<file path="src/dvp_pkg.sv">
// ----------------------------------------------------------------------------
// dvp_pkg
// Shared types and constants of the delta varint pointer decoder.
// ----------------------------------------------------------------------------
`default_nettype none

package dvp_pkg;

  localparam int WINDOW_MAX_DEF = 4096;

  localparam int VAL_W  = 64;
  localparam int IDX_W  = 12;
  localparam int CFG_W  = 16;
  localparam int CIDX_W = 2;
  localparam int BC_W   = 4;
  localparam int SH_W   = 7;
  localparam int LO_W   = 48;   // 32 x 16 partial product
  localparam int HI_W   = 32;   // upper partial product, kept mod 2^32

  // header lengths in bytes
  localparam logic [BC_W-1:0] SIZE_BYTES = 4'd4;
  localparam logic [BC_W-1:0] POS_BYTES  = 4'd8;

  // LEB128 constants
  localparam logic [6:0]      LEB_MASK      = 7'd127;
  localparam logic [SH_W-1:0] LEB_STEP      = 7'd7;
  localparam logic [SH_W-1:0] LEB_SHIFT_END = 7'd64;
  localparam logic [BC_W-1:0] LEB_MAX_BYTES = 4'd10;

  // configuration register indexes
  localparam logic [CIDX_W-1:0] CFG_STRIDE = 2'd0;
  localparam logic [CIDX_W-1:0] CFG_STEP   = 2'd1;
  localparam logic [CIDX_W-1:0] CFG_BASE   = 2'd2;

  // result kinds
  localparam logic [1:0] KIND_SIZE = 2'd0;
  localparam logic [1:0] KIND_POS  = 2'd1;
  localparam logic [1:0] KIND_LEN  = 2'd2;

  // result status codes
  localparam logic [1:0] ST_OK   = 2'd0;
  localparam logic [1:0] ST_BIG  = 2'd1;
  localparam logic [1:0] ST_LONG = 2'd2;

  typedef enum logic [2:0] {
    PH_SIZE,
    PH_FIRST,
    PH_DELTA,
    PH_LEN,
    PH_SKIP
  } phase_t;

  typedef enum logic [2:0] {
    OP_SIZE,    // window size, accepted
    OP_BIG,     // window size, too large
    OP_FIRST,   // first position
    OP_DELTA,   // position from a varint delta
    OP_LERR,    // varint too long
    OP_LEN      // length byte
  } op_t;

  // parser -> scaler request
  typedef struct packed {
    op_t              op;
    logic [IDX_W-1:0] idx;
    logic             last;
    logic [VAL_W-1:0] value;
  } req_t;

  // scaler -> accumulator request
  typedef struct packed {
    op_t              op;
    logic [IDX_W-1:0] idx;
    logic             last;
    logic [VAL_W-1:0] value;
    logic [LO_W-1:0]  prod_lo;
    logic [HI_W-1:0]  prod_hi;
  } scl_t;

endpackage

`default_nettype wire

</file>
<file path="src/delta_varint_pointer_decoder.sv">
// ----------------------------------------------------------------------------
// delta_varint_pointer_decoder
// Decodes a compressed pointer record, one byte per request, into window
// size, position and length results.
// ----------------------------------------------------------------------------
// Usage:
//   in_valid/in_ready/in_byte carry the record stream, one byte per request.
//   A record is a 4-byte size W, an 8-byte first position, W-1 LEB128 deltas
//   and W length bytes. out_valid/out_ready carry results: kind, item_index,
//   out_value, status, record_last (set on the final result of a record).
//   cfg_valid/cfg_ready/cfg_index/cfg_data write position_stride (0),
//   length_step (1) and length_base (2); cfg_ready is always high and other
//   indexes are ignored. Write them only while the block is idle.
//   Throughput is one byte per cycle while out_ready is high. Each result
//   passes the parser register, the multiplier register, and the result
//   register, where the position add closes on the previous position.
//   When out_ready is low the stages fill and in_ready drops; nothing is lost.
//   Reset returns the parser to the header, empties the pipeline and loads
//   the register defaults (stride 1, step 1, base 0).
//   An oversized window or a varint over ten bytes gives an error result with
//   record_last set, and parsing restarts at the next header.
// ----------------------------------------------------------------------------
`default_nettype none

module delta_varint_pointer_decoder import dvp_pkg::*; #(
  parameter int WINDOW_MAX = WINDOW_MAX_DEF
) (
  input  wire logic              clk,
  input  wire logic              rst,
  input  wire logic              in_valid,
  output logic                   in_ready,
  input  wire logic [7:0]        in_byte,
  output logic                   out_valid,
  input  wire logic              out_ready,
  output logic [1:0]             kind,
  output logic [IDX_W-1:0]       item_index,
  output logic [VAL_W-1:0]       out_value,
  output logic [1:0]             status,
  output logic                   record_last,
  input  wire logic              cfg_valid,
  output logic                   cfg_ready,
  input  wire logic [CIDX_W-1:0] cfg_index,
  input  wire logic [CFG_W-1:0]  cfg_data
);

  logic [CFG_W-1:0] position_stride;
  logic [CFG_W-1:0] length_step;
  logic [CFG_W-1:0] length_base;

  logic req_valid, req_ready, scl_valid, scl_ready;
  req_t req;
  scl_t scl;

  assign cfg_ready = 1'b1;

  always_ff @(posedge clk) begin
    if (rst) begin
      position_stride <= CFG_W'(1);
      length_step     <= CFG_W'(1);
      length_base     <= '0;
    end else if (cfg_valid && cfg_ready) begin
      case (cfg_index)
        CFG_STRIDE: position_stride <= cfg_data;
        CFG_STEP:   length_step     <= cfg_data;
        CFG_BASE:   length_base     <= cfg_data;
        default: ;
      endcase
    end
  end

  dvp_parser #(
    .WINDOW_MAX (WINDOW_MAX)
  ) u_parser (
    .clk       (clk),
    .rst       (rst),
    .in_valid  (in_valid),
    .in_ready  (in_ready),
    .in_byte   (in_byte),
    .req_valid (req_valid),
    .req       (req),
    .req_ready (req_ready)
  );

  dvp_scale u_scale (
    .clk             (clk),
    .rst             (rst),
    .position_stride (position_stride),
    .length_step     (length_step),
    .req_valid       (req_valid),
    .req             (req),
    .req_ready       (req_ready),
    .scl_valid       (scl_valid),
    .scl             (scl),
    .scl_ready       (scl_ready)
  );

  dvp_accum u_accum (
    .clk         (clk),
    .rst         (rst),
    .length_base (length_base),
    .scl_valid   (scl_valid),
    .scl         (scl),
    .scl_ready   (scl_ready),
    .out_valid   (out_valid),
    .out_ready   (out_ready),
    .kind        (kind),
    .item_index  (item_index),
    .out_value   (out_value),
    .status      (status),
    .record_last (record_last)
  );

  // error results always close the record
  a_err_last: assert property (@(posedge clk) disable iff (rst)
    out_valid && (status != ST_OK) |-> record_last)
    else $error("error result without record_last");

  // size results carry index zero
  a_size_idx: assert property (@(posedge clk) disable iff (rst)
    out_valid && (kind == KIND_SIZE) |-> (item_index == '0))
    else $error("size result with nonzero index");

  // overlong varint reports a zero position
  a_long_val: assert property (@(posedge clk) disable iff (rst)
    out_valid && (status == ST_LONG) |-> (kind == KIND_POS) && (out_value == '0))
    else $error("malformed varint error result");

endmodule

`default_nettype wire

</file>
<file path="src/dvp_parser.sv">
// ----------------------------------------------------------------------------
// dvp_parser
// Byte parser: header, LEB128 deltas and length bytes; one request per result.
// ----------------------------------------------------------------------------
`default_nettype none

module dvp_parser import dvp_pkg::*; #(
  parameter int WINDOW_MAX = WINDOW_MAX_DEF
) (
  input  wire logic       clk,
  input  wire logic       rst,
  input  wire logic       in_valid,
  output logic            in_ready,
  input  wire logic [7:0] in_byte,
  output logic            req_valid,
  output req_t            req,
  input  wire logic       req_ready
);

  localparam int WCW = $clog2(WINDOW_MAX + 1);

  phase_t            phase, phase_next;
  logic [BC_W-1:0]   byte_count, byte_count_next;
  logic [WCW-1:0]    window_count, window_count_next;
  logic [WCW-1:0]    element_index, element_index_next;
  logic [VAL_W-1:0]  accumulator, accumulator_next;
  logic [SH_W-1:0]   shift_offset, shift_offset_next;
  logic              req_emit;
  req_t              req_next;

  logic              accept;
  logic [VAL_W-1:0]  acc_hdr, acc_leb;
  logic [BC_W-1:0]   bc_inc;
  logic [31:0]       wsize;
  logic              too_big, size_done, pos_done, cont, leb_err, idx_end, wc_many;
  logic [WCW-1:0]    ei_inc;

  assign in_ready = !req_valid || req_ready;
  assign accept   = in_valid && in_ready;

  assign acc_hdr   = accumulator | ({56'd0, in_byte} << {byte_count[2:0], 3'b000});
  assign acc_leb   = (shift_offset < LEB_SHIFT_END)
                   ? (accumulator | ({57'd0, in_byte[6:0] & LEB_MASK} << shift_offset[5:0]))
                   : accumulator;
  assign bc_inc    = byte_count + 4'd1;
  assign wsize     = acc_hdr[31:0];
  assign too_big   = wsize > 32'(WINDOW_MAX);
  assign size_done = bc_inc == SIZE_BYTES;
  assign pos_done  = bc_inc == POS_BYTES;
  assign cont      = in_byte[7];
  assign leb_err   = cont && (bc_inc >= LEB_MAX_BYTES);
  assign ei_inc    = element_index + WCW'(1);
  assign idx_end   = ei_inc >= window_count;
  assign wc_many   = window_count > WCW'(1);

  // next phase
  always_comb begin
    phase_next = phase;
    if (accept) begin
      case (phase)
        PH_SIZE: begin
          if (size_done) begin
            if (too_big)         phase_next = PH_SIZE;
            else if (wsize == 0) phase_next = PH_SKIP;
            else                 phase_next = PH_FIRST;
          end
        end
        PH_FIRST: begin
          if (pos_done) phase_next = wc_many ? PH_DELTA : PH_LEN;
        end
        PH_SKIP: begin
          if (pos_done) phase_next = PH_SIZE;
        end
        PH_DELTA: begin
          if (leb_err)               phase_next = PH_SIZE;
          else if (!cont && idx_end) phase_next = PH_LEN;
        end
        PH_LEN: begin
          if (idx_end) phase_next = PH_SIZE;
        end
        default: phase_next = PH_SIZE;
      endcase
    end
  end

  // datapath and request
  always_comb begin
    byte_count_next    = byte_count;
    window_count_next  = window_count;
    element_index_next = element_index;
    accumulator_next   = accumulator;
    shift_offset_next  = shift_offset;
    req_emit           = 1'b0;
    req_next.op        = OP_SIZE;
    req_next.idx       = IDX_W'(element_index);
    req_next.last      = 1'b0;
    req_next.value     = acc_hdr;
    if (accept) begin
      case (phase)
        PH_SIZE: begin
          accumulator_next = acc_hdr;
          byte_count_next  = bc_inc;
          if (size_done) begin
            accumulator_next = '0;
            byte_count_next  = '0;
            shift_offset_next = '0;
            req_emit         = 1'b1;
            req_next.idx     = '0;
            req_next.value   = {32'd0, wsize};
            if (too_big) begin
              req_next.op   = OP_BIG;
              req_next.last = 1'b1;
            end else begin
              req_next.op        = OP_SIZE;
              req_next.last      = wsize == 0;
              window_count_next  = wsize[WCW-1:0];
              element_index_next = '0;
            end
          end
        end
        PH_FIRST, PH_SKIP: begin
          accumulator_next = acc_hdr;
          byte_count_next  = bc_inc;
          if (pos_done) begin
            accumulator_next  = '0;
            byte_count_next   = '0;
            shift_offset_next = '0;
            if (phase == PH_FIRST) begin
              req_emit           = 1'b1;
              req_next.op        = OP_FIRST;
              req_next.idx       = '0;
              element_index_next = wc_many ? WCW'(1) : '0;
            end
          end
        end
        PH_DELTA: begin
          accumulator_next = acc_leb;
          byte_count_next  = bc_inc;
          req_next.value   = acc_leb;
          if (cont) begin
            if (leb_err) begin
              accumulator_next  = '0;
              byte_count_next   = '0;
              shift_offset_next = '0;
              req_emit          = 1'b1;
              req_next.op       = OP_LERR;
              req_next.last     = 1'b1;
            end else begin
              shift_offset_next = shift_offset + LEB_STEP;
            end
          end else begin
            accumulator_next   = '0;
            byte_count_next    = '0;
            shift_offset_next  = '0;
            req_emit           = 1'b1;
            req_next.op        = OP_DELTA;
            element_index_next = idx_end ? '0 : ei_inc;
          end
        end
        PH_LEN: begin
          accumulator_next   = '0;
          byte_count_next    = '0;
          shift_offset_next  = '0;
          req_emit           = 1'b1;
          req_next.op        = OP_LEN;
          req_next.last      = idx_end;
          req_next.value     = {56'd0, in_byte};
          element_index_next = idx_end ? '0 : ei_inc;
        end
        default: begin
          accumulator_next  = '0;
          byte_count_next   = '0;
          shift_offset_next = '0;
        end
      endcase
    end
  end

  always_ff @(posedge clk) begin
    if (rst) begin
      phase         <= PH_SIZE;
      byte_count    <= '0;
      window_count  <= '0;
      element_index <= '0;
      accumulator   <= '0;
      shift_offset  <= '0;
      req_valid     <= 1'b0;
    end else begin
      phase         <= phase_next;
      byte_count    <= byte_count_next;
      window_count  <= window_count_next;
      element_index <= element_index_next;
      accumulator   <= accumulator_next;
      shift_offset  <= shift_offset_next;
      if (in_ready) req_valid <= req_emit;
    end
  end

  always_ff @(posedge clk) begin
    if (in_ready && req_emit) req <= req_next;
  end

endmodule

`default_nettype wire

</file>
<file path="src/dvp_scale.sv">
// ----------------------------------------------------------------------------
// dvp_scale
// Multiply stage: delta by stride in two 32 x 16 halves, or length byte by step.
// ----------------------------------------------------------------------------
`default_nettype none

module dvp_scale import dvp_pkg::*; (
  input  wire logic             clk,
  input  wire logic             rst,
  input  wire logic [CFG_W-1:0] position_stride,
  input  wire logic [CFG_W-1:0] length_step,
  input  wire logic             req_valid,
  input  wire req_t             req,
  output logic                  req_ready,
  output logic                  scl_valid,
  output scl_t                  scl,
  input  wire logic             scl_ready
);

  logic [31:0]      mul_a;
  logic [CFG_W-1:0] mul_b;
  logic [LO_W-1:0]  lo_prod, hi_prod;
  scl_t             scl_next;

  assign req_ready = !scl_valid || scl_ready;

  // share the low multiplier between deltas and length bytes
  assign mul_a   = (req.op == OP_LEN) ? {24'd0, req.value[7:0]} : req.value[31:0];
  assign mul_b   = (req.op == OP_LEN) ? length_step : position_stride;
  assign lo_prod = mul_a * mul_b;
  assign hi_prod = req.value[63:32] * position_stride;

  always_comb begin
    scl_next.op      = req.op;
    scl_next.idx     = req.idx;
    scl_next.last    = req.last;
    scl_next.value   = req.value;
    scl_next.prod_lo = lo_prod;
    scl_next.prod_hi = hi_prod[HI_W-1:0];
  end

  always_ff @(posedge clk) begin
    if (rst) begin
      scl_valid <= 1'b0;
    end else if (req_ready) begin
      scl_valid <= req_valid;
    end
  end

  always_ff @(posedge clk) begin
    if (req_ready && req_valid) scl <= scl_next;
  end

endmodule

`default_nettype wire

</file>
<file path="src/dvp_accum.sv">
// ----------------------------------------------------------------------------
// dvp_accum
// Final stage: sums partial products with the previous position, adds the
// length base, and holds the result register.
// ----------------------------------------------------------------------------
`default_nettype none

module dvp_accum import dvp_pkg::*; (
  input  wire logic             clk,
  input  wire logic             rst,
  input  wire logic [CFG_W-1:0] length_base,
  input  wire logic             scl_valid,
  input  wire scl_t             scl,
  output logic                  scl_ready,
  output logic                  out_valid,
  input  wire logic             out_ready,
  output logic [1:0]            kind,
  output logic [IDX_W-1:0]      item_index,
  output logic [VAL_W-1:0]      out_value,
  output logic [1:0]            status,
  output logic                  record_last
);

  logic [VAL_W-1:0] prev_position;
  logic [VAL_W-1:0] value_next;
  logic [1:0]       kind_next, status_next;
  logic             load_prev;

  assign scl_ready = !out_valid || out_ready;

  always_comb begin
    value_next  = scl.value;
    kind_next   = KIND_POS;
    status_next = ST_OK;
    load_prev   = 1'b0;
    case (scl.op)
      OP_SIZE: kind_next = KIND_SIZE;
      OP_BIG: begin
        kind_next   = KIND_SIZE;
        status_next = ST_BIG;
      end
      OP_FIRST: load_prev = 1'b1;
      OP_DELTA: begin
        value_next = {scl.prod_hi, 32'd0} + {16'd0, scl.prod_lo} + prev_position;
        load_prev  = 1'b1;
      end
      OP_LERR: begin
        value_next  = '0;
        status_next = ST_LONG;
      end
      OP_LEN: begin
        kind_next  = KIND_LEN;
        value_next = {16'd0, scl.prod_lo} + {48'd0, length_base};
      end
      default: value_next = '0;
    endcase
  end

  always_ff @(posedge clk) begin
    if (rst) begin
      out_valid     <= 1'b0;
      prev_position <= '0;
    end else if (scl_ready) begin
      out_valid <= scl_valid;
      if (scl_valid && load_prev) prev_position <= value_next;
    end
  end

  always_ff @(posedge clk) begin
    if (scl_ready && scl_valid) begin
      kind        <= kind_next;
      item_index  <= scl.idx;
      out_value   <= value_next;
      status      <= status_next;
      record_last <= scl.last;
    end
  end

endmodule

`default_nettype wire
</file>
<file path="config.mk">
export PLATFORM = sky130hd
export DESIGN_NAME = delta_varint_pointer_decoder
export DESIGN_NICKNAME = d
export VERILOG_FILES = /design/src/dvp_pkg.sv /design/src/delta_varint_pointer_decoder.sv /design/src/dvp_parser.sv /design/src/dvp_scale.sv /design/src/dvp_accum.sv
export SDC_FILE = /design/constraint.sdc
export NUM_CORES = 2
export LEC_CHECK = 0
export BUFFER_PORTS_ARGS = -buffer_cell sky130_fd_sc_hd__buf_2
export CORE_MARGIN = 4
export CORE_UTILIZATION = 30
export DETAILED_ROUTE_END_ITERATION = 10
export GPL_TIMING_DRIVEN = 0
export PLACE_DENSITY = 0.41
export SLEW_MARGIN = 30
export SYNTH_ARGS = -nofsm -noshare
export SYNTH_HDL_FRONTEND = slang
export SYNTH_SLANG_ARGS = --single-unit
</file>
<file path="constraint.sdc">
create_clock -name clk -period 24 [get_ports clk]
set_clock_uncertainty 0.15 [all_clocks]
set_input_delay 2.4 -clock clk [delete_from_list [all_inputs] [get_ports clk]]
set_output_delay 2.4 -clock clk [all_outputs]
set_load 0.02 [all_outputs]
</file>
### Word level (Yosys, flattened, before mapping)

Cells that the tools add are included.

* flip-flop bits (word level): 540
* input bits: 31
* logic and storage cells: 159

* reductions and logical operators: 31
* equality and inequality tests: 23
* bitwise operators: 3
* add/subtract/negate cells: 6
* magnitude comparators: 5
* shifts and indexed selects: 2
* muxes and demuxes: 59
* multipliers: 2

Operator list (number)
* 64-bit one-hot mux with 3 select lines: 2
* 64-bit two-way mux: 5
* 65-bit one-hot mux with 3 select lines: 1
* 64-bit bitwise OR: 2
* 80-bit two-way mux: 1
* 13-bit two-way mux: 6
* 77-bit two-way mux: 1
* 64-bit by 48-bit adder with 64-bit output: 1
* 64-bit adder: 1
* 7-bit by 6-bit << shifter with 64-bit output: 1
* 8-bit by 6-bit << shifter with 64-bit output: 1
* 13-bit one-hot mux with 4 select lines: 1
* 48-bit by 16-bit adder with 49-bit output: 1
* 32-bit by 16-bit multiplier with 48-bit output: 1
* 32-bit by 13-bit greater-than comparator with 1-bit output, second input constant: 1
* 32-bit logical NOT: 1
* 32-bit by 16-bit multiplier with 32-bit output: 1
* 32-bit two-way mux: 1
* 3-bit two-way mux: 10
* 14-bit two-way mux: 2
* 7-bit two-way mux: 4
* 12-bit one-hot mux with 2 select lines: 1
* 7-bit one-hot mux with 3 select lines: 1
* 16-bit two-way mux: 1
* other kinds (38): 83

### Depth between registers and ports, before layout

* depth after elaboration: 8
* depth in mapped cells: 32
* depth with buffers taken out: 28

### Cells and area by module

Synthesis repeated with hierarchy kept, for this count alone.

* cells, all modules: 6101
* area, all modules: 56669.4 um^2

Modules (own cells, without submodules)
* dvp_scale: sequential area each 4824.6 um^2, area each 32616.3 um^2, cells an instance 3379, times used 1
* dvp_accum: sequential area each 3733.6 um^2, area each 11895.2 um^2, cells an instance 1396, times used 1
* dvp_parser: sequential area each 4504.3 um^2, area each 10187.3 um^2, cells an instance 1145, times used 1
* delta_varint_pointer_decoder: sequential area each 960.9 um^2, area each 1970.6 um^2, cells an instance 181, times used 1

### Worst setup path after synthesis

Ideal clock, no wire load.

* path type: in2reg
* from: in out_ready
* to: reg u_scale.scl[0] (netlist name)
* arrival: 14.020 ns
* setup slack: 8.906 ns
* required time: 22.925 ns
* cell stages on the path: 2
* cell sequence: nor2b_1 > a21boi_0

* word-level cells in the longest chain between the ends: 3

RTL lines
* start: declaration: line delta_varint_pointer_decoder.sv:34 `input wire logic out_ready,`
* 1-bit logical OR: line dvp_accum.sv:29 `assign scl_ready = !out_valid || out_ready;`
* 1-bit logical OR: line dvp_scale.sv:25 `assign req_ready = !scl_valid || scl_ready;`
* 1-bit logical AND: line dvp_scale.sv:51 `if (req_ready && req_valid) scl <= scl_next;`

No other way between the ends.
A chain may end at the register's enable or synchronous reset.

### Worst setup path after layout

* from: reg u_parser.req[77] (netlist name)
* to: reg u_scale.scl[78] (netlist name)

* word-level cells in the longest chain between the ends: 3

RTL lines
* 3-bit equality test *: line dvp_scale.sv:28, dvp_scale.sv:29
* 32-bit two-way mux / 16-bit two-way mux (equally long branches): line dvp_scale.sv:28, dvp_scale.sv:29
* 32-bit by 16-bit multiplier with 48-bit output *: line dvp_scale.sv:30 `assign lo_prod = mul_a * mul_b;`
* via u_scale.lo_prod[46]: line dvp_scale.sv:22 `logic [LO_W-1:0] lo_prod, hi_prod;`

Mark *: on every way through the listed nets, which the timed path passes. The rest lies on a longest branch.

==> impl_metrics.tcl <==
set metrics [dict create \
    status "finished, final reports clean" \
    finalHoldViolations 0 \
    synth_area_per_cell_um2 9.146 \
    power_density_nw_per_um2 48.13 \
    cts_resized 0 \
    ys_seq_elements 540 \
    drc 0 \
    crit_fanout 10 \
    cts_hold_buffers 0 \
    power_w 0.002977 \
    cp_data_arrival_time_ns 10.88 \
    core_um2 183300 \
    grt_pass1_wl_mm 320.1 \
    clkLatencyLatePin_ns 0.72 \
    synth_cell_types 82 \
    grt_usage 0.2274 \
    cts.clk_slew.worst_paths_ns 0.06 \
    period_share 0.4449 \
    synth_edf_count 321 \
    timing.critical_path.mode_cell "fa_1" \
    num_rows 157 \
    timing.fmax_mhz 93.65 \
    grt_pass1_vias 45710 \
    synth_nets 7156 \
    cp-start-kind "flop" \
    grt_overflow 0 \
    setup_viol 0 \
    cts_htree_levels 3 \
    antenna_found_initial 20 \
    vias 45110 \
    async_reset_ff_frac 0 \
    io_buffers 106 \
    fin_crit_ns 10.68 \
    yosysSeqAreaShare 0.2531 \
    syn_to_final_growth_pct 11.63 \
    maxSlewHeadroom 0.2664 \
    p_leak_nw 25.30 \
    finalWirelength_mm 219.8 \
    rsz0062_at_grt "false" \
    hold_path_class "reg2reg" \
    cts_setup_buffers 0 \
    first_iter_violations 3500 \
    yosysWarnings 0 \
    vdd_drop_max_uv 44.35 \
    tightest_slew_ns 1.100 \
    dp_hpwl_mm 177.3 \
    cts_buffer_depth 3 \
    regArea_um2 14020 \
    drive_gt1_frac 0.04833 \
    post_drt_wl_per_cell_um 25.02 \
    report.final.slew_viol_count 0 \
    viasPerCell 5.137 \
    grt_max_degree 66 \
    end_kind "flop" \
    start_util 0.3023 \
    die_area_um2 191600 \
    maxCapViolCount 0 \
    cts_tree "yes" \
    firstDrtPassIters 6 \
    final.setup.tns_ns 0 \
    synthTopCellsByArea "fa_1, edfxtp_1, dfxtp_1" \
    dieWidth_um 437.8 \
    synthFlopType "edfxtp_1" \
    cp_slowest_cell "nor4_1" \
    place.gp.congestion 0.9181 \
    cts_root_buf "clkbuf_16" \
    worstSetupPathType "reg2reg" \
    nets 7349 \
    worstPathRequired_ns 24.21 \
    ant_nets 0 \
    pin_count 115 \
    synth_area_leader_cell "fa_1" \
    fillers 19180 \
    cpPeakStageDelay_ns 0.74 \
    fp.dieH_um 437.8 \
    syn-cell-area_um2 55410 \
    cts.sinks 540 \
    multi_input_area_um2 37060 \
    numCtsBuffers 73 \
    syn_inst 6058 \
    synth.top_cell.area_share 0.2674 \
]
-- power by group --
| part | switching (W) | total [W] | internal, W |
|---|---|---|---|
| clock | 0.000462 | 0.00113 | 0.000673 |
| combinational | 0.000521 | 0.000801 | 0.000280 |
| sequential | 0.0000240 | 0.00104 | 0.00102 |
| total | 0.00101 | 0.00298 | 0.00197 |
-- worst paths after layout --
| check | slack [ns] | endpoint | startpoint | depth (start not counted) |
|---|---|---|---|---|
| max | 13.32 | u_scale.scl[78] | u_parser.req[77] | 28 |
| min | 0.27 | u_scale.scl[148] | u_parser.req[68] | 0 |
| max reg2reg | 13.32 | u_scale.scl[78] | u_parser.req[77] | 28 |
| min reg2reg | 0.27 | u_scale.scl[148] | u_parser.req[68] | 0 |
-- cell families after synthesis --
family          synth area share
flops                     0.2531
xor+xnor                 0.03067
compound gates            0.1261
other cells           0.00006768
buf+inv                  0.07929
fa+ha+maj                 0.3416
mux                     0.007204
simple gates              0.1620
-- state kept, by name, summed over array words and instances (netlist names), 16 cells and up --
signal and flops:
u_accum.out_value 64, position_stride 16, length_step 16, u_parser.req 80, length_base 16, u_accum.prev_position 64, u_parser.accumulator 64, u_scale.scl 160
-- final cells by class --
type                            instances  share of cell area
Tap cell                             2464             0.04985
Multi-Input combinational cell       4353              0.5992
Buffer                                359             0.02246
Inverter                              806             0.04908
Clock buffer                           93             0.03190
Antenna cell                            8           0.0003237
Sequential cell                       540              0.2267
Clock inverter                         42            0.007890
Timing Repair Buffer                  118             0.01252
-- worst max-delay path, delay by kind of cell (launching register included) --
family	cells	cell delay [ns]
muxes	1	0.22
AOI/OAI and AO/OA	4	0.92
buffers and inverters	8	2.39
adders and majority gates	7	3.74
and+or+nand+nor	8	2.35
DFF	1	0.55
-- layout by cell type (no fill, tap or decap), types with 9 or more instances in the layout --
master | netlist | routed
clkinv_1 | 3 | 12
edfxtp_1 | 321 | 321
clkinv_2 | 0 | 9
nor4_1 | 15 | 13
nand2_1 | 850 | 850
xnor2_1 | 130 | 130
buf_1 | 21 | 20
a311oi_1 | 12 | 12
clkbuf_1 | 326 | 324
o22ai_1 | 157 | 155
o21bai_1 | 28 | 28
nor2_1 | 371 | 371
dfxtp_1 | 219 | 219
o31ai_1 | 13 | 13
nand3_1 | 65 | 65
inv_1 | 803 | 801
and2_1 | 170 | 170
a21oi_1 | 396 | 394
clkbuf_2 | 0 | 16
nor3_1 | 65 | 62
a21o_1 | 73 | 73
nand4_1 | 43 | 43
ha_1 | 327 | 327
a22oi_1 | 79 | 79
o21a_1 | 34 | 34
xor2_1 | 64 | 64
nand2b_1 | 42 | 42
fa_1 | 740 | 740
and3_1 | 176 | 176
a211oi_1 | 42 | 42
or2_2 | 12 | 12
mux2i_1 | 32 | 31
a31oi_1 | 23 | 23
clkbuf_16 | 0 | 74
nor2b_1 | 76 | 76
or3_1 | 9 | 9
buf_2 | 10 | 117
o211ai_1 | 24 | 24
o21ai_0 | 135 | 135
-- synthesized netlist by cell type (15+ instances only) --
library cell  instances
nand3_1              65
and2_1              170
o21ai_0             135
o21a_1               34
a21oi_1             396
nand2_1             850
nor3_1               65
clkbuf_1            326
nor2b_1              76
fa_1                740
nor4_1               15
edfxtp_1            321
o211ai_1             24
o21bai_1             28
a21o_1               73
and3_1              176
mux2i_1              32
inv_1               803
o22ai_1             157
a31oi_1              23
nand2b_1             42
dfxtp_1             219
buf_1                21
a211oi_1             42
nor2_1              371
xor2_1               64
xnor2_1             130
a22oi_1              79
nand4_1              43
ha_1                327
-- per-layer routing --
| metal | vias up | part of all wire | track usage |
|---|---|---|---|
| li1 | 20420 | - | - |
| met1 | 22830 | 0.46 | 0.3246 |
| met2 | 1562 | 0.44 | 0.3498 |
| met3 | 305 | 0.067 | 0.03992 |
| met4 | 0 | 0.036 | 0.07249 |
| met5 | - | 0 | 0 |
-- through the flow --
stage / hold slack [ns] / std cells / util / setup slack, ns / area (µm²)
after floorplan: 0.2503 / 6058 / - / 8.906 / 55410
after global placement: 0.2555 / 8628 / 0.3220 / 2.164 / 59020
after detailed placement: 0.2551 / 8640 / 0.3238 / 13.49 / 59350
after CTS: 0.2702 / 8775 / 0.3373 / 13.42 / 61810
after global routing: 0.2738 / 8775 / 0.3373 / 13.02 / 61830
final: 0.2652 / 8783 / 0.3375 / 13.32 / 61850
Power figures use the tool's default switching activity.
